==> src/rtl/sfr_pkg.sv <==
// ----------------------------------------------------------------------------
// sfr_pkg
// shared constants and types for the stuffed frame receiver
// ----------------------------------------------------------------------------
package sfr_pkg;

    // largest raw frame length the hardware accepts, whatever the register says
    localparam int MAX_FRAME = 64;
    // default depth of the queue between front and back
    localparam int QUEUE_DEPTH = 2;

    localparam logic [7:0] SYM_ESC    = 8'h1B;
    localparam logic [7:0] SYM_STX    = 8'h80;
    localparam logic [7:0] SYM_ETX    = 8'h81;
    localparam logic [7:0] SYM_STX_AF = 8'hE7;
    localparam logic [7:0] SYM_ETX_AF = 8'hE8;
    localparam logic [7:0] SYM_ESC_AF = 8'h00;

    localparam logic [7:0] SUM_MASK  = 8'h7F;
    localparam logic [6:0] COUNT_TOP = 7'd127;

    localparam logic [6:0] MAX_FRAME_BYTES_RESET = 7'd44;

    typedef enum logic [2:0] {
        ST_OK        = 3'd0,
        ST_SUM_BAD   = 3'd1,
        ST_BAD_ESC   = 3'd2,
        ST_TOO_LONG  = 3'd3,
        ST_TOO_SHORT = 3'd4,
        ST_ABORTED   = 3'd5
    } status_t;

    typedef enum logic [1:0] {
        CLS_STX  = 2'd0,
        CLS_ETX  = 2'd1,
        CLS_ESC  = 2'd2,
        CLS_DATA = 2'd3
    } cls_t;

    // one classified raw byte as it travels from front to back
    typedef struct packed {
        cls_t       cls;
        logic [7:0] raw;
        logic [7:0] esc_dec;
        logic       esc_ok;
    } entry_t;

endpackage

==> src/rtl/stuffed_frame_receiver_core.sv <==
// ----------------------------------------------------------------------------
// stuffed_frame_receiver_core
// byte-stuffed serial frame deframer with 7-bit xor checksum check
// ----------------------------------------------------------------------------
// Takes one raw serial byte per transfer and sustains one byte per clock
// unless the output stalls. The front classifies each byte on its way into
// the queue, and the back frame engine takes it from there; its result lands
// in the output register. The rate is set by the back engine, which retires
// one queued byte each cycle the output register is free or being drained.
// 0x80 opens a frame, 0x81 closes it, and 0x1B followed by 0xE7, 0xE8 or 0x00
// inside a frame stands for 0x80, 0x81 or 0x1B. Decoded bytes leave one byte
// late (frame id first, with first_of_frame set); the final decoded byte is
// the checksum and is reported on the status transfer at the end byte,
// together with a code: 0 ok, 1 checksum bad, 2 bad escape, 3 too long,
// 4 too short, 5 aborted by a new start byte. Bytes outside a frame produce
// nothing. cfg_wr_data sets the largest raw frame length (start and end
// included), capped at the package limit; write it only while the block is
// idle.
// ----------------------------------------------------------------------------
module stuffed_frame_receiver_core #(
    // entries in the queue between classifier and frame engine, 2 to 16
    parameter int QUEUE_DEPTH = sfr_pkg::QUEUE_DEPTH
) (
    input  logic       aclk,
    input  logic       aresetn,

    // frame length limit register
    input  logic       cfg_wr_en,
    input  logic [6:0] cfg_wr_data,

    // raw byte input
    input  logic       s_valid,
    output logic       s_ready,
    input  logic [7:0] s_rx_byte,

    // decoded bytes and frame status
    output logic       m_valid,
    input  logic       m_ready,
    output logic       m_is_status,
    output logic [7:0] m_out_byte,
    output logic       m_first_of_frame,
    output logic [2:0] m_frame_status
);

    // limit register
    logic [6:0] max_frame_bytes_reg;

    // front to queue
    logic            q_push;
    logic            q_full;
    sfr_pkg::entry_t q_wdata;

    // queue to back
    logic            q_pop;
    logic            q_not_empty;
    sfr_pkg::entry_t q_rdata;

    // config write takes effect on the next clock
    always_ff @(posedge aclk) begin
        if (!aresetn) begin
            max_frame_bytes_reg <= sfr_pkg::MAX_FRAME_BYTES_RESET;
        end else if (cfg_wr_en) begin
            max_frame_bytes_reg <= cfg_wr_data;
        end
    end

    // front: accept the transfer and classify the raw byte
    sfr_front u_front (
        .s_valid   (s_valid),
        .s_ready   (s_ready),
        .s_rx_byte (s_rx_byte),
        .q_full    (q_full),
        .q_push    (q_push),
        .q_wdata   (q_wdata)
    );

    // decouples input stalls from output stalls
    sfr_queue #(
        .DEPTH (QUEUE_DEPTH)
    ) u_queue (
        .aclk      (aclk),
        .aresetn   (aresetn),
        .push      (q_push),
        .wdata     (q_wdata),
        .full      (q_full),
        .pop       (q_pop),
        .not_empty (q_not_empty),
        .rdata     (q_rdata)
    );

    // back: frame state, unstuffing, checksum and result register
    sfr_back u_back (
        .aclk             (aclk),
        .aresetn          (aresetn),
        .max_frame_bytes  (max_frame_bytes_reg),
        .q_not_empty      (q_not_empty),
        .q_rdata          (q_rdata),
        .q_pop            (q_pop),
        .m_valid          (m_valid),
        .m_ready          (m_ready),
        .m_is_status      (m_is_status),
        .m_out_byte       (m_out_byte),
        .m_first_of_frame (m_first_of_frame),
        .m_frame_status   (m_frame_status)
    );

endmodule

==> src/rtl/sfr_front.sv <==
// ----------------------------------------------------------------------------
// sfr_front
// accepts raw bytes and classifies them, pre-decoding the escape follower
// ----------------------------------------------------------------------------
module sfr_front (
    input  logic            s_valid,
    output logic            s_ready,
    input  logic [7:0]      s_rx_byte,
    input  logic            q_full,
    output logic            q_push,
    output sfr_pkg::entry_t q_wdata
);

    sfr_pkg::entry_t ent;

    always_comb begin
        ent.raw     = s_rx_byte;
        ent.esc_dec = s_rx_byte;
        ent.esc_ok  = 1'b0;
        case (s_rx_byte)
            sfr_pkg::SYM_STX: ent.cls = sfr_pkg::CLS_STX;
            sfr_pkg::SYM_ETX: ent.cls = sfr_pkg::CLS_ETX;
            sfr_pkg::SYM_ESC: ent.cls = sfr_pkg::CLS_ESC;
            default:          ent.cls = sfr_pkg::CLS_DATA;
        endcase
        // value of this byte if it follows an escape
        case (s_rx_byte)
            sfr_pkg::SYM_STX_AF: begin
                ent.esc_dec = sfr_pkg::SYM_STX;
                ent.esc_ok  = 1'b1;
            end
            sfr_pkg::SYM_ETX_AF: begin
                ent.esc_dec = sfr_pkg::SYM_ETX;
                ent.esc_ok  = 1'b1;
            end
            sfr_pkg::SYM_ESC_AF: begin
                ent.esc_dec = sfr_pkg::SYM_ESC;
                ent.esc_ok  = 1'b1;
            end
            default: begin
                ent.esc_dec = s_rx_byte;
                ent.esc_ok  = 1'b0;
            end
        endcase
    end

    assign s_ready = !q_full;
    assign q_push  = s_valid && !q_full;
    assign q_wdata = ent;

endmodule

==> src/rtl/sfr_queue.sv <==
// ----------------------------------------------------------------------------
// sfr_queue
// short register queue of classified bytes between front and back
// ----------------------------------------------------------------------------
module sfr_queue #(
    parameter int DEPTH = sfr_pkg::QUEUE_DEPTH
) (
    input  logic            aclk,
    input  logic            aresetn,
    input  logic            push,
    input  sfr_pkg::entry_t wdata,
    output logic            full,
    input  logic            pop,
    output logic            not_empty,
    output sfr_pkg::entry_t rdata
);

    localparam int PTR_W = (DEPTH > 1) ? $clog2(DEPTH) : 1;
    localparam int CNT_W = $clog2(DEPTH + 1);
    localparam logic [PTR_W-1:0] PTR_LAST = PTR_W'(DEPTH - 1);
    localparam logic [CNT_W-1:0] CNT_FULL = CNT_W'(DEPTH);

    sfr_pkg::entry_t  slot_reg [DEPTH];
    logic [PTR_W-1:0] wr_ptr_reg, wr_ptr_next;
    logic [PTR_W-1:0] rd_ptr_reg, rd_ptr_next;
    logic [CNT_W-1:0] count_reg, count_next;

    assign full      = (count_reg == CNT_FULL);
    assign not_empty = (count_reg != '0);
    assign rdata     = slot_reg[rd_ptr_reg];

    always_comb begin
        wr_ptr_next = wr_ptr_reg;
        rd_ptr_next = rd_ptr_reg;
        count_next  = count_reg;
        if (push) begin
            wr_ptr_next = (wr_ptr_reg == PTR_LAST) ? '0 : wr_ptr_reg + 1'b1;
        end
        if (pop) begin
            rd_ptr_next = (rd_ptr_reg == PTR_LAST) ? '0 : rd_ptr_reg + 1'b1;
        end
        if (push && !pop) begin
            count_next = count_reg + 1'b1;
        end else if (pop && !push) begin
            count_next = count_reg - 1'b1;
        end
    end

    always_ff @(posedge aclk) begin
        if (!aresetn) begin
            wr_ptr_reg <= '0;
            rd_ptr_reg <= '0;
            count_reg  <= '0;
        end else begin
            wr_ptr_reg <= wr_ptr_next;
            rd_ptr_reg <= rd_ptr_next;
            count_reg  <= count_next;
        end
    end

    always_ff @(posedge aclk) begin
        if (push) begin
            slot_reg[wr_ptr_reg] <= wdata;
        end
    end

    // a pop must find an entry and the fill level never passes the depth
    assert property (@(posedge aclk) disable iff (!aresetn)
        pop |-> not_empty)
        else $error("queue popped while empty");
    assert property (@(posedge aclk) disable iff (!aresetn)
        count_reg <= CNT_FULL)
        else $error("queue fill level beyond depth");

endmodule

==> src/rtl/sfr_back.sv <==
// ----------------------------------------------------------------------------
// sfr_back
// frame state machine: unstuffing, checksum, status and the output register
// ----------------------------------------------------------------------------
module sfr_back (
    input  logic            aclk,
    input  logic            aresetn,
    input  logic [6:0]      max_frame_bytes,
    input  logic            q_not_empty,
    input  sfr_pkg::entry_t q_rdata,
    output logic            q_pop,
    output logic            m_valid,
    input  logic            m_ready,
    output logic            m_is_status,
    output logic [7:0]      m_out_byte,
    output logic            m_first_of_frame,
    output logic [2:0]      m_frame_status
);

    logic       in_frame_reg, in_frame_next;
    logic       escape_seen_reg, escape_seen_next;
    logic       held_valid_reg, held_valid_next;
    logic [7:0] held_byte_reg, held_byte_next;
    logic       held_is_first_reg, held_is_first_next;
    logic [7:0] xor_sum_reg, xor_sum_next;
    logic [6:0] raw_count_reg, raw_count_next;
    logic [2:0] error_code_reg, error_code_next;

    logic       m_valid_reg, m_valid_next;
    logic       m_is_status_reg, m_is_status_next;
    logic [7:0] m_out_byte_reg, m_out_byte_next;
    logic       m_first_reg, m_first_next;
    logic [2:0] m_status_reg, m_status_next;

    logic [6:0] limit;
    logic [6:0] raw_inc;
    logic [7:0] total;
    logic [7:0] held_or_zero;
    logic       have_dec;
    logic [7:0] dec;
    logic       emit;

    assign limit = ({2'b00, max_frame_bytes} < 9'(sfr_pkg::MAX_FRAME)) ?
                   max_frame_bytes : 7'(sfr_pkg::MAX_FRAME);
    assign raw_inc      = (raw_count_reg == sfr_pkg::COUNT_TOP) ?
                          raw_count_reg : raw_count_reg + 7'd1;
    assign total        = {1'b0, raw_count_reg} + 8'd1;
    assign held_or_zero = held_valid_reg ? held_byte_reg : 8'h00;

    // one entry per cycle whenever the output register is free or draining
    assign q_pop = q_not_empty && (!m_valid_reg || m_ready);

    always_comb begin
        in_frame_next      = in_frame_reg;
        escape_seen_next   = escape_seen_reg;
        held_valid_next    = held_valid_reg;
        held_byte_next     = held_byte_reg;
        held_is_first_next = held_is_first_reg;
        xor_sum_next       = xor_sum_reg;
        raw_count_next     = raw_count_reg;
        error_code_next    = error_code_reg;

        emit             = 1'b0;
        m_is_status_next = m_is_status_reg;
        m_out_byte_next  = m_out_byte_reg;
        m_first_next     = m_first_reg;
        m_status_next    = m_status_reg;
        have_dec         = 1'b0;
        dec              = q_rdata.raw;

        if (q_pop) begin
            case (q_rdata.cls)
                sfr_pkg::CLS_STX: begin
                    if (in_frame_reg) begin
                        emit             = 1'b1;
                        m_is_status_next = 1'b1;
                        m_out_byte_next  = held_or_zero;
                        m_first_next     = 1'b0;
                        m_status_next    = sfr_pkg::ST_ABORTED;
                    end
                    in_frame_next      = 1'b1;
                    escape_seen_next   = 1'b0;
                    held_valid_next    = 1'b0;
                    held_byte_next     = 8'h00;
                    held_is_first_next = 1'b0;
                    xor_sum_next       = 8'h00;
                    raw_count_next     = 7'd1;
                    error_code_next    = sfr_pkg::ST_OK;
                end
                sfr_pkg::CLS_ETX: begin
                    if (in_frame_reg) begin
                        emit             = 1'b1;
                        m_is_status_next = 1'b1;
                        m_out_byte_next  = held_or_zero;
                        m_first_next     = 1'b0;
                        if (error_code_reg != sfr_pkg::ST_OK) begin
                            m_status_next = error_code_reg;
                        end else if (total > {1'b0, limit}) begin
                            m_status_next = sfr_pkg::ST_TOO_LONG;
                        end else if (escape_seen_reg) begin
                            m_status_next = sfr_pkg::ST_BAD_ESC;
                        end else if (!held_valid_reg || held_is_first_reg) begin
                            m_status_next = sfr_pkg::ST_TOO_SHORT;
                        end else if ((xor_sum_reg & sfr_pkg::SUM_MASK) == held_byte_reg) begin
                            m_status_next = sfr_pkg::ST_OK;
                        end else begin
                            m_status_next = sfr_pkg::ST_SUM_BAD;
                        end
                        in_frame_next      = 1'b0;
                        escape_seen_next   = 1'b0;
                        held_valid_next    = 1'b0;
                        held_is_first_next = 1'b0;
                    end
                end
                default: begin
                    if (in_frame_reg) begin
                        raw_count_next = raw_inc;
                        if (error_code_reg != sfr_pkg::ST_OK) begin
                            // rest of a failed frame is swallowed
                        end else if (raw_inc >= limit) begin
                            error_code_next = sfr_pkg::ST_TOO_LONG;
                        end else if (escape_seen_reg) begin
                            escape_seen_next = 1'b0;
                            if (q_rdata.esc_ok) begin
                                have_dec = 1'b1;
                                dec      = q_rdata.esc_dec;
                            end else begin
                                error_code_next = sfr_pkg::ST_BAD_ESC;
                            end
                        end else if (q_rdata.cls == sfr_pkg::CLS_ESC) begin
                            escape_seen_next = 1'b1;
                        end else begin
                            have_dec = 1'b1;
                            dec      = q_rdata.raw;
                        end
                    end
                end
            endcase

            // decoded bytes leave one step late, the last one is the checksum
            if (have_dec) begin
                if (held_valid_reg) begin
                    emit               = 1'b1;
                    m_is_status_next   = 1'b0;
                    m_out_byte_next    = held_byte_reg;
                    m_first_next       = held_is_first_reg;
                    m_status_next      = sfr_pkg::ST_OK;
                    xor_sum_next       = xor_sum_reg ^ held_byte_reg;
                    held_is_first_next = 1'b0;
                end else begin
                    held_valid_next    = 1'b1;
                    held_is_first_next = 1'b1;
                end
                held_byte_next = dec;
            end
        end

        if (q_pop) begin
            m_valid_next = emit;
        end else if (m_ready) begin
            m_valid_next = 1'b0;
        end else begin
            m_valid_next = m_valid_reg;
        end
    end

    always_ff @(posedge aclk) begin
        if (!aresetn) begin
            in_frame_reg      <= 1'b0;
            escape_seen_reg   <= 1'b0;
            held_valid_reg    <= 1'b0;
            held_byte_reg     <= 8'h00;
            held_is_first_reg <= 1'b0;
            xor_sum_reg       <= 8'h00;
            raw_count_reg     <= 7'd0;
            error_code_reg    <= sfr_pkg::ST_OK;
            m_valid_reg       <= 1'b0;
        end else begin
            in_frame_reg      <= in_frame_next;
            escape_seen_reg   <= escape_seen_next;
            held_valid_reg    <= held_valid_next;
            held_byte_reg     <= held_byte_next;
            held_is_first_reg <= held_is_first_next;
            xor_sum_reg       <= xor_sum_next;
            raw_count_reg     <= raw_count_next;
            error_code_reg    <= error_code_next;
            m_valid_reg       <= m_valid_next;
        end
    end

    always_ff @(posedge aclk) begin
        m_is_status_reg <= m_is_status_next;
        m_out_byte_reg  <= m_out_byte_next;
        m_first_reg     <= m_first_next;
        m_status_reg    <= m_status_next;
    end

    assign m_valid          = m_valid_reg;
    assign m_is_status      = m_is_status_reg;
    assign m_out_byte       = m_out_byte_reg;
    assign m_first_of_frame = m_first_reg;
    assign m_frame_status   = m_status_reg;

    // status transfers never mark a frame id, data transfers carry no status
    assert property (@(posedge aclk) disable iff (!aresetn)
        m_valid_reg && m_is_status_reg |-> !m_first_reg)
        else $error("status result flagged as frame id");
    assert property (@(posedge aclk) disable iff (!aresetn)
        m_valid_reg && !m_is_status_reg |-> (m_status_reg == sfr_pkg::ST_OK))
        else $error("data result with nonzero status");
    // a held frame id implies a held byte, and escapes only live inside a frame
    assert property (@(posedge aclk) disable iff (!aresetn)
        held_is_first_reg |-> held_valid_reg)
        else $error("frame id flag without held byte");
    assert property (@(posedge aclk) disable iff (!aresetn)
        escape_seen_reg |-> in_frame_reg)
        else $error("escape pending outside a frame");

endmodule
==> config.mk <==
export PLATFORM = sky130hd
export DESIGN_NAME = stuffed_frame_receiver_core
export DESIGN_NICKNAME = d
export VERILOG_FILES = /design/src/rtl/sfr_pkg.sv /design/src/rtl/stuffed_frame_receiver_core.sv /design/src/rtl/sfr_front.sv /design/src/rtl/sfr_queue.sv /design/src/rtl/sfr_back.sv
export SDC_FILE = /design/constraint.sdc
export NUM_CORES = 1
export LEC_CHECK = 0
export BUFFER_PORTS_ARGS = -buffer_cell sky130_fd_sc_hd__buf_2
export CORE_MARGIN = 2
export CORE_UTILIZATION = 60
export DETAILED_ROUTE_END_ITERATION = 6
export PLACE_DENSITY = 0.8
export RECOVER_POWER = 100
export SYNTH_ARGS = -nofsm -noshare
export SYNTH_HDL_FRONTEND = slang
export SYNTH_SLANG_ARGS = --single-unit
==> constraint.sdc <==
create_clock -name aclk -period 4.1 [get_ports aclk]
set_clock_uncertainty 0.05 [all_clocks]
set_input_delay 0.615 -clock aclk [delete_from_list [all_inputs] [get_ports aclk]]
set_output_delay 0.615 -clock aclk [all_outputs]
set_load 0.01 [all_outputs]
* Yosys cells after proc, flatten, opt, wreduce, memory -nomap -nowiden *
Memories as Yosys holds them, arrays and structs flattened. A register that Yosys moved wholly into a read port is not among the register bits.
Cells that the tools add are included.

cells by class
  multiplexer cells = 83
  add/sub/neg operators = 6
  $lt $le $gt $ge = 3
  equality and inequality tests = 16
  reductions and logical operators = 29
  bitwise gates (word level) = 2

operator list
  kind                                                                   count
  8-bit 2-to-1 mux                                                       16
  1-bit 2-to-1 mux                                                       40
  3-bit 2-to-1 mux                                                       13
  8-bit equality test, second input constant                             4
  9-bit case mux with 3 select lines                                     1
  7-bit 2-to-1 mux                                                       3
  7-bit case mux with 2 select lines                                     1
  3-bit case mux with 2 select lines                                     2
  2-bit nonzero test                                                     6
  3-bit nonzero test                                                     3
  7-bit by 1-bit adder with 8-bit output, second input constant          1
  7-bit by 8-bit equality test with 1-bit output                         1
  8-bit by 5-bit equality test with 1-bit output, second input constant  1
  8-bit by 7-bit greater-than comparator with 1-bit output               1
  8-bit logical NOT                                                      1
  1-bit case mux with 2 select lines                                     4
  8-bit XOR                                                              1
  7-bit by 1-bit adder with 7-bit output, second input constant          1
  7-bit equality test, second input constant                             1
  7-bit >= comparator                                                    1
  7-bit less-than comparator, second input constant                      1
  3-bit by 1-bit != test with 1-bit output, second input constant        2
  3-bit != test, second input constant                                   2
  2-bit case mux with 3 select lines                                     1
  18 further kinds                                                       31

word-level totals
  input bits = 20
  output and inout port bits = 15
  RAM bits = 38
  word-level logic and storage cells = 157
  memories = 1
  flip-flop bits (word level) = 55

memory list
  name              depth  bits a word  rd ports  clocked after memory_dff  wr ports  line             source
  u_queue.slot_reg  2      19           1         1                         1         sfr_queue.sv:23  sfr_pkg::entry_t slot_reg [DEPTH];

* Longest topological paths before layout *
Gate-level depths: netlist (run 1).

  word-level depth = 10
  mapped depth = 14
  gate-level depth less buffers = 12

* Modules after synthesis *
A second synthesis (run 1) with hierarchy kept.

second synthesis, totals
  cells, all modules = 412
  area total of the unflattened synthesis = 4658.2 um^2

modules (own cells, without submodules)
  module                       cells each  times used  area an instance (um^2)
  sfr_back                     268         1           2551.2
  sfr_queue                    81          1           1592.8
  stuffed_frame_receiver_core  22          1           257.7
  sfr_front                    41          1           256.5

* Least setup slack after synthesis (run 1) *
Ideal clock, no wire load.

  path kind = register -> register
  start point = register u_back.raw_count_reg[0]
  end point = register u_back.m_first_reg, in the netlist u_back.m_first_of_frame, data pin
  arrival = 2.742 ns
  period minus slack after synthesis = 3.044 ns
  path buffers = 1
  cell stages (with the launch flop) = 14
  data required time = 3.798 ns
  slack = 1.056 ns
  path through = dfxtp_1 ha_1 nand2_1 nor2_1 nand2_1 mux2_2 ha_1 a21o_1 a31oi_1 o21ai_0 or2_2 buf_2 nand3_1 nand2_1

between the ends
  longest elaborated chain between the ends = 9

RTL lines
  element                                                                               line                            source
  start: declaration                                                                    sfr_back.sv:26                  logic [6:0] raw_count_reg, raw_count_next;
  start signal: assignment                                                              sfr_back.sv:185                 raw_count_reg <= raw_count_next;
  7-bit by 1-bit adder with 7-bit output / 7-bit equality test (equally long branches)  sfr_back.sv:46, sfr_back.sv:45
  7-bit 2-to-1 mux *                                                                    sfr_back.sv:45                  assign raw_inc = (raw_count_reg == sfr_pkg::COUNT_TOP) ?
  7-bit >= comparator *                                                                 sfr_back.sv:120                 end else if (raw_inc >= limit) begin
  1-bit 2-to-1 mux *                                                                    sfr_back.sv:120
  1-bit 2-to-1 mux *                                                                    sfr_back.sv:118                 if (error_code_reg != sfr_pkg::ST_OK) begin
  1-bit 2-to-1 mux *                                                                    sfr_back.sv:116                 if (in_frame_reg) begin
  1-bit 2-to-1 mux *                                                                    sfr_back.sv:72                  case (q_rdata.cls)
  1-bit 2-to-1 mux *                                                                    sfr_back.sv:71                  if (q_pop) begin
  1-bit 2-to-1 mux *                                                                    sfr_back.sv:141                 if (have_dec) begin
  end signal: assignment                                                                sfr_back.sv:194                 m_first_reg <= m_first_next;
  end: declaration                                                                      sfr_back.sv:32                  logic m_first_reg, m_first_next;

Every way passes the cells marked *; elsewhere a longest branch is shown, timed or not. The select of a mux whose other input is x is not followed.
A chain may end at the register's enable or synchronous reset.

* Final worst setup path (run 1) *
  start point = register u_back.raw_count_reg[0]
  end point = register u_back.m_out_byte_reg[4], in the netlist u_back.m_out_byte[4], data pin

between the ends
  longest elaborated chain between the ends = 9

RTL lines
  element                                                                               line                            source
  7-bit by 1-bit adder with 7-bit output / 7-bit equality test (equally long branches)  sfr_back.sv:46, sfr_back.sv:45
  7-bit 2-to-1 mux *                                                                    sfr_back.sv:45
  7-bit >= comparator *                                                                 sfr_back.sv:120
  1-bit 2-to-1 mux *                                                                    sfr_back.sv:120
  1-bit 2-to-1 mux *                                                                    sfr_back.sv:118
  1-bit 2-to-1 mux *                                                                    sfr_back.sv:116
  1-bit 2-to-1 mux *                                                                    sfr_back.sv:72
  1-bit 2-to-1 mux *                                                                    sfr_back.sv:71
  8-bit 2-to-1 mux *                                                                    sfr_back.sv:141
  end signal: assignment                                                                sfr_back.sv:193                 m_out_byte_reg <= m_out_byte_next;
  end: declaration                                                                      sfr_back.sv:31                  logic [7:0] m_out_byte_reg, m_out_byte_next;

Marks and branches as above.

==> impl_metrics.yaml, run 1 <==
clock_network:
  cts_resized: 0
  clock_latency_ps: 370
  post_cts_buffers: 0
  root_buffer: "clkbuf_8"
  cts_sinks: 92
  htreeDepth: 3
  cts_tree: "yes"
  clk_pin_slew_ps: 100
  cts.path.max_buffers: 2
  cts_buffers: 9
  hold_buffers: 0
final_layout:
  syn2layout_area_growth_pct: 8.23
  nFillCells: 571
  seqCellArea_um2: 2350
  n_antenna_cell: 0
  drive_gt1_share_pct: 9.75
  largest_reg_flops: 38
  finalInstanceArea_um2: 4950
  finalNetCount: 472
  utilization_pct: 67.6
  multi_input_area_um2: 2090
floorplan:
  dieWidth_um: 91.4
  die-area_um2: 8340
  ios: 35
  rows: 31
  core_um2: 7330
  die_h_um: 91.4
  initial_utilization_pct: 62.5
critical_path:
  crit_fanout: 10
  worstSetupPathType: "reg -> reg"
  required_ps: 4180
  arrival_ps: 3680
  rr_startpoint: "u_back.raw_count_reg[0]"
  max_stage_delay_ps: 440
  worst-r2r-setup-slack_ps: 490
  slowest_stage: "dfxtp_1"
  end_kind: "register"
  ff2ff_path_depth: 12
  crit_chain: "ha_1 > nand2_1 > nor2_1 > nand2_1 > mux2_2 > ha_1 > a21o_1 > a31oi_1 > o21a_1 > and2_0 > a21oi_4 > a22o_1"
  start_kind: "register"
  timing.rr.end: "u_back.m_out_byte[4]"
drt:
  vias_per_cell: 6.04
  avgRoutedWirePerCell_um: 16.7
  vias: 3263
  drtIter0Drc: 201
  drc_errors: 0
  first_pass_iters: 6
  wl_um: 9020
  postRouteAntennaNets: 0
synthesis:
  async_flop_share_pct: 0
  syn_area_um2: 4580
  yosysMostFrequentCell: "edfxtp_1"
  synth_enable_flop_cells: 51
  synth_area_leader_cell: "edfxtp_1"
  avgSynthCellArea_um2: 11.3
  ys.warnings.count: 0
  synth-seq-area-share_pct: 51.4
  synth_compound_area_share_pct: 13.2
  netlist_top_cells_count: "edfxtp_1 (51), dfxtp_1 (41), nand2_1 (31)"
  dominantRegCellSynth: "edfxtp_1"
  synthSimpleGateAreaFrac_pct: 17.7
  synth_xor_area_share_pct: 2.49
  syn_nets: 440
  ys_seq_elements: 92
  synth_top_family_by_area: "simple AND/OR/NAND/NOR gates"
  ys_types: 60
  synth_fa_ha_area_share_pct: 4.37
  synth_cells: 404
  yosysTopAreaCellShare_pct: 33.5
  synthMuxAreaShare_pct: 8.09
  synth.top_cells.by_area: "edfxtp_1 (33%), dfxtp_1 (18%), ha_1 (4.4%), a22o_1 (3.3%), mux4_2 (3.0%)"
timing:
  grt_setup_unrepaired: "no"
  fmax_ghz: 0.277
  setup_viol: 0
  maxSlewHeadroom_pct: 6.49
  tightest_slew_ps: 1400
  final_max_slew_viol_count: 0
  fin_crit_ps: 3610
  hold_violations: 0
  setup_tns_ps: 0
  post-route-period-util_pct: 88.0
min_path:
  hp-class: "in -> reg"
  whs_path_depth: 3
  holdPathEnd: "max_frame_bytes_reg[5]"
  hp-start: "cfg_wr_data[5]"
global_route:
  grt_pass1_wl_um: 15400
  grt_pass1_vias: 3220
  track_usage_pct: 23.3
  grt_max_degree: 29
  gr-total-overflow: 0
  antenna_found_initial: 0
power:
  p_seq_share_pct: 53.0
  pwr-share-clk_pct: 25.9
  swShare_pct: 30.4
  p_int_uw: 1650
  vdd_drop_max_mv: 0.252
  p_sw_uw: 720
  comb_power_share_pct: 21.1
  pwr_density_cell_nw_per_um2: 478
  p_leak_uw: 0.00185
run:
  max_cap_violations: 0
place:
  gp_congestion: 0.834
  placed_area_um2: 4800
  hpwl_um: 6440
  io_buffers: 34
outcome:
  status: "finished clean"
layout by cell type (no fill, tap or decap), types with 4 or more instances in the layout:
cell type | synthesis | layout
clkbuf_1 | 6 | 27
edfxtp_1 | 51 | 51
a21oi_1 | 12 | 12
dfxtp_1 | 41 | 41
nand4_1 | 17 | 17
nand2b_1 | 13 | 13
xnor2_1 | 5 | 5
nand2_1 | 31 | 31
mux4_2 | 6 | 6
and2_0 | 1 | 4
a22oi_1 | 5 | 5
xor2_1 | 8 | 8
nor2b_1 | 13 | 13
nand3_1 | 19 | 19
ha_1 | 16 | 16
inv_1 | 10 | 10
mux2i_1 | 7 | 7
a32oi_1 | 5 | 5
nor4_1 | 4 | 4
clkbuf_8 | 0 | 9
nor3_1 | 8 | 8
buf_2 | 3 | 10
a22o_1 | 17 | 17
o21ai_0 | 13 | 14
nor2_1 | 30 | 30
cell type report:
class	instances	share of cell area [%]
inverters	11	0.833
clock inverters	6	1.41
flip-flops and latches	92	47.5
repair buffers	36	2.98
multi-input cells	286	42.2
well taps	99	2.50
clock buffers	10	2.58
critical path: cells and delay by family (launching register included):
kind                     cells  cell delay [ps]
AO/OA/AOI/OAI                5             1080
AND/OR/NAND/NOR              4             1000
adder cells (fa/ha/maj)      2              450
flip-flops                   1              440
multiplexers                 1              340
how the worst max path moves through the flow:
stage,start,endpoint,depth (start not counted)
global placement,u_back.raw_count_reg[0],u_back.xor_sum_reg[0],12
CTS,u_back.raw_count_reg[0],u_back.xor_sum_reg[4],12
floorplan,u_back.raw_count_reg[0],u_back.m_first_of_frame,13
global route,u_back.raw_count_reg[0],u_back.xor_sum_reg[4],12
finish,u_back.raw_count_reg[0],u_back.m_out_byte[4],12
detailed placement,u_back.raw_count_reg[0],u_back.xor_sum_reg[4],12
stage by stage:
step	std cells	hold WS [ps]	total power [uW]	setup WS [ps]
after floorplan	404	392	1630	1060
after detailed placement	524	413	1810	657
after global routing	540	419	2500	199
after CTS	540	393	2410	604
final	540	402	2370	492
after global placement	524	405	1780	836
metal layers:
| layer | global-route usage (%) | wire length, um | up-vias |
|---|---|---|---|
| met5 | 0 | 0 | - |
| met4 | 9.22 | 150 | 0 |
| met3 | 4.90 | 374 | 16 |
| met2 | 37.2 | 4220 | 84 |
| met1 | 31.3 | 4280 | 1564 |
| li1 | - | - | 1599 |
power groups by stage:
stage / Combinational (uW) / Sequential [uW] / Clock, uW
floorplan: 353 / 1270 / 0
global placement: 513 / 1270 / 0
detailed placement: 532 / 1280 / 0
CTS: 533 / 1250 / 626
global route: 554 / 1280 / 662
finish: 500 / 1260 / 615
logic make-up after synthesis:
| family | Yosys count |
|---|---|
| AOI/OAI and AO/OA | 82 |
| buffers and inverters | 26 |
| muxes | 21 |
| DFF | 92 |
| and+or+nand+nor | 154 |
| adders and majority gates | 16 |
| xor gates and xnor gates | 13 |
No activity file was read; power rests on OpenSTA's default activity.
==> inputs of run 2 (changes only) <==
--- a/config.mk
+++ b/config.mk
@@ -7,9 +7,8 @@
 export LEC_CHECK = 0
 export BUFFER_PORTS_ARGS = -buffer_cell sky130_fd_sc_hd__buf_2
 export CORE_MARGIN = 2
-export CORE_UTILIZATION = 60
+export CORE_UTILIZATION = 25
 export DETAILED_ROUTE_END_ITERATION = 6
-export PLACE_DENSITY = 0.8
 export RECOVER_POWER = 100
 export SYNTH_ARGS = -nofsm -noshare
 export SYNTH_HDL_FRONTEND = slang
==> impl_metrics.yaml, run 2 (synthesis gave the netlist of run 1 again) <==
min_path:
  holdPathEnd: "max_frame_bytes_reg[3]"
  hp-class: "reg -> reg"
  whs_path_depth: 2
  hp-start: "max_frame_bytes_reg[3]"
power:
  p_leak_uw: 0.00192
  p_int_uw: 1860
  vdd_drop_max_mv: 0.237
  comb_power_share_pct: 19.3
  p_sw_uw: 803
  pwr-share-clk_pct: 33.6
  p_seq_share_pct: 47.1
  swShare_pct: 30.1
  pwr_density_cell_nw_per_um2: 509
timing:
  final_max_slew_viol_count: 0
  setup_tns_ps: 0
  setup_viol: 0
  grt_setup_unrepaired: "no"
  tightest_slew_ps: 1200
  fmax_ghz: 0.270
  hold_violations: 0
  maxSlewHeadroom_pct: 18.9
  fin_crit_ps: 3700
  post-route-period-util_pct: 90.2
critical_path:
  ff2ff_path_depth: 12
  slowest_stage: "dfxtp_1"
  required_ps: 4160
  max_stage_delay_ps: 440
  rr_startpoint: "u_back.raw_count_reg[0]"
  crit_buf_inv: 0
  worst-r2r-setup-slack_ps: 400
  crit_family: "compound AO/OA/AOI/OAI gates"
  end_kind: "register"
  arrival_ps: 3760
  cp_num_cells: 12
  timing.rr.end: "u_back.m_out_byte[4]"
  start_kind: "register"
  worstSetupPathType: "reg -> reg"
  crit_chain: "ha_1 > nand2_1 > nor2_1 > nand2_1 > mux2_2 > ha_1 > a21o_1 > a31oi_1 > o21a_1 > and2_0 > a21oi_2 > a22o_1"
  crit_fanout: 10
clock_network:
  cts_tree: "yes"
  clk_pin_slew_ps: 70
  root_buffer: "clkbuf_16"
  cts.path.max_buffers: 2
  cts_resized: 0
  clock_latency_ps: 350
  post_cts_buffers: 0
  hold_buffers: 0
  cts_buffers: 9
  htreeDepth: 3
  cts_sinks: 92
global_route:
  grt_pass1_vias: 3365
  grt_pass1_wl_um: 17100
  antenna_found_initial: 0
  gr-total-overflow: 0
  track_usage_pct: 10.9
  grt_max_degree: 29
drt:
  avgRoutedWirePerCell_um: 15.2
  first_pass_iters: 4
  drtIter0Drc: 188
  vias_per_cell: 4.90
  vias: 3290
  drc_errors: 0
  wl_um: 10200
  postRouteAntennaNets: 0
final_layout:
  final_cell_mix: "edfxtp_1 (51), dfxtp_1 (41), nand2_1 (31)"
  final_common_cell: "edfxtp_1"
  utilization_pct: 29.1
  nFillCells: 1818
  finalNetCount: 472
  largest_reg_flops: 38
  drive_gt1_share_pct: 9.75
  syn2layout_area_growth_pct: 14.3
floorplan:
  core_um2: 18000
  die_h_um: 139
  dieWidth_um: 139
  rows: 49
  initial_utilization_pct: 25.5
  die-area_um2: 19400
  ios: 35
outcome:
  status: "finished clean"
place:
  hpwl_um: 7340
  gp_congestion: 0.820
  io_buffers: 34
run:
  max_cap_violations: 0
[run 2: area by class of cell]
class	count	area [um^2]	share of cell area [%]
Sequential cell	92	2350	45.0
Clock inverter	7	97.6	1.87
Multi-Input combinational cell	286	2080	39.7
Tap cell	229	287	5.48
Inverter	11	41.3	0.789
Clock buffer	9	225	4.30
Antenna cell	1	2.50	0.0478
Timing Repair Buffer	36	151	2.89
[run 2: power groups by stage]
stage	Combinational [uW]	Sequential, uW	Clock (uW)
after floorplan	353	1270	0
after global placement	530	1270	0
after detailed placement	550	1280	0
after CTS	554	1260	915
after global routing	580	1280	950
final	515	1260	894
[run 2: worst min-delay path, delay by kind of cell (launching register included)]
kind	cells	cell delay [ps]
flip-flops	1	330
multiplexers	1	60
AND/OR/NAND/NOR	1	60
[run 2: stage by stage]
| stage | std cells | area [um^2] | total power (uW) | hold slack, ps | setup slack [ps] |
|---|---|---|---|---|---|
| floorplan | 404 | 4580 | 1630 | 392 | 1060 |
| global placement | 654 | 4960 | 1800 | 414 | 802 |
| detailed placement | 654 | 4960 | 1830 | 412 | 546 |
| CTS | 670 | 5290 | 2730 | 430 | 534 |
| global route | 670 | 5230 | 2810 | 456 | 68.7 |
| finish | 671 | 5230 | 2660 | 430 | 402 |
[run 2: worst max path at each step]
stage,startpoint,end
5_1_grt,u_back.raw_count_reg[0],u_back.m_out_byte[4]
6_report,u_back.raw_count_reg[0],u_back.m_out_byte[4]
3_5_place_dp,u_back.raw_count_reg[0],u_back.xor_sum_reg[0]
3_3_place_gp,u_back.raw_count_reg[0],u_back.xor_sum_reg[5]
4_1_cts,u_back.raw_count_reg[0],u_back.xor_sum_reg[0]
2_1_floorplan,u_back.raw_count_reg[0],u_back.m_first_of_frame
[run 2: per-layer routing]
metal	vias up	track usage (%)	wire [um]
li1	1600	-	-
met1	1603	13.7	4630
met2	70	18.1	4900
met3	17	2.68	495
met4	0	3.93	196
met5	-	0	0
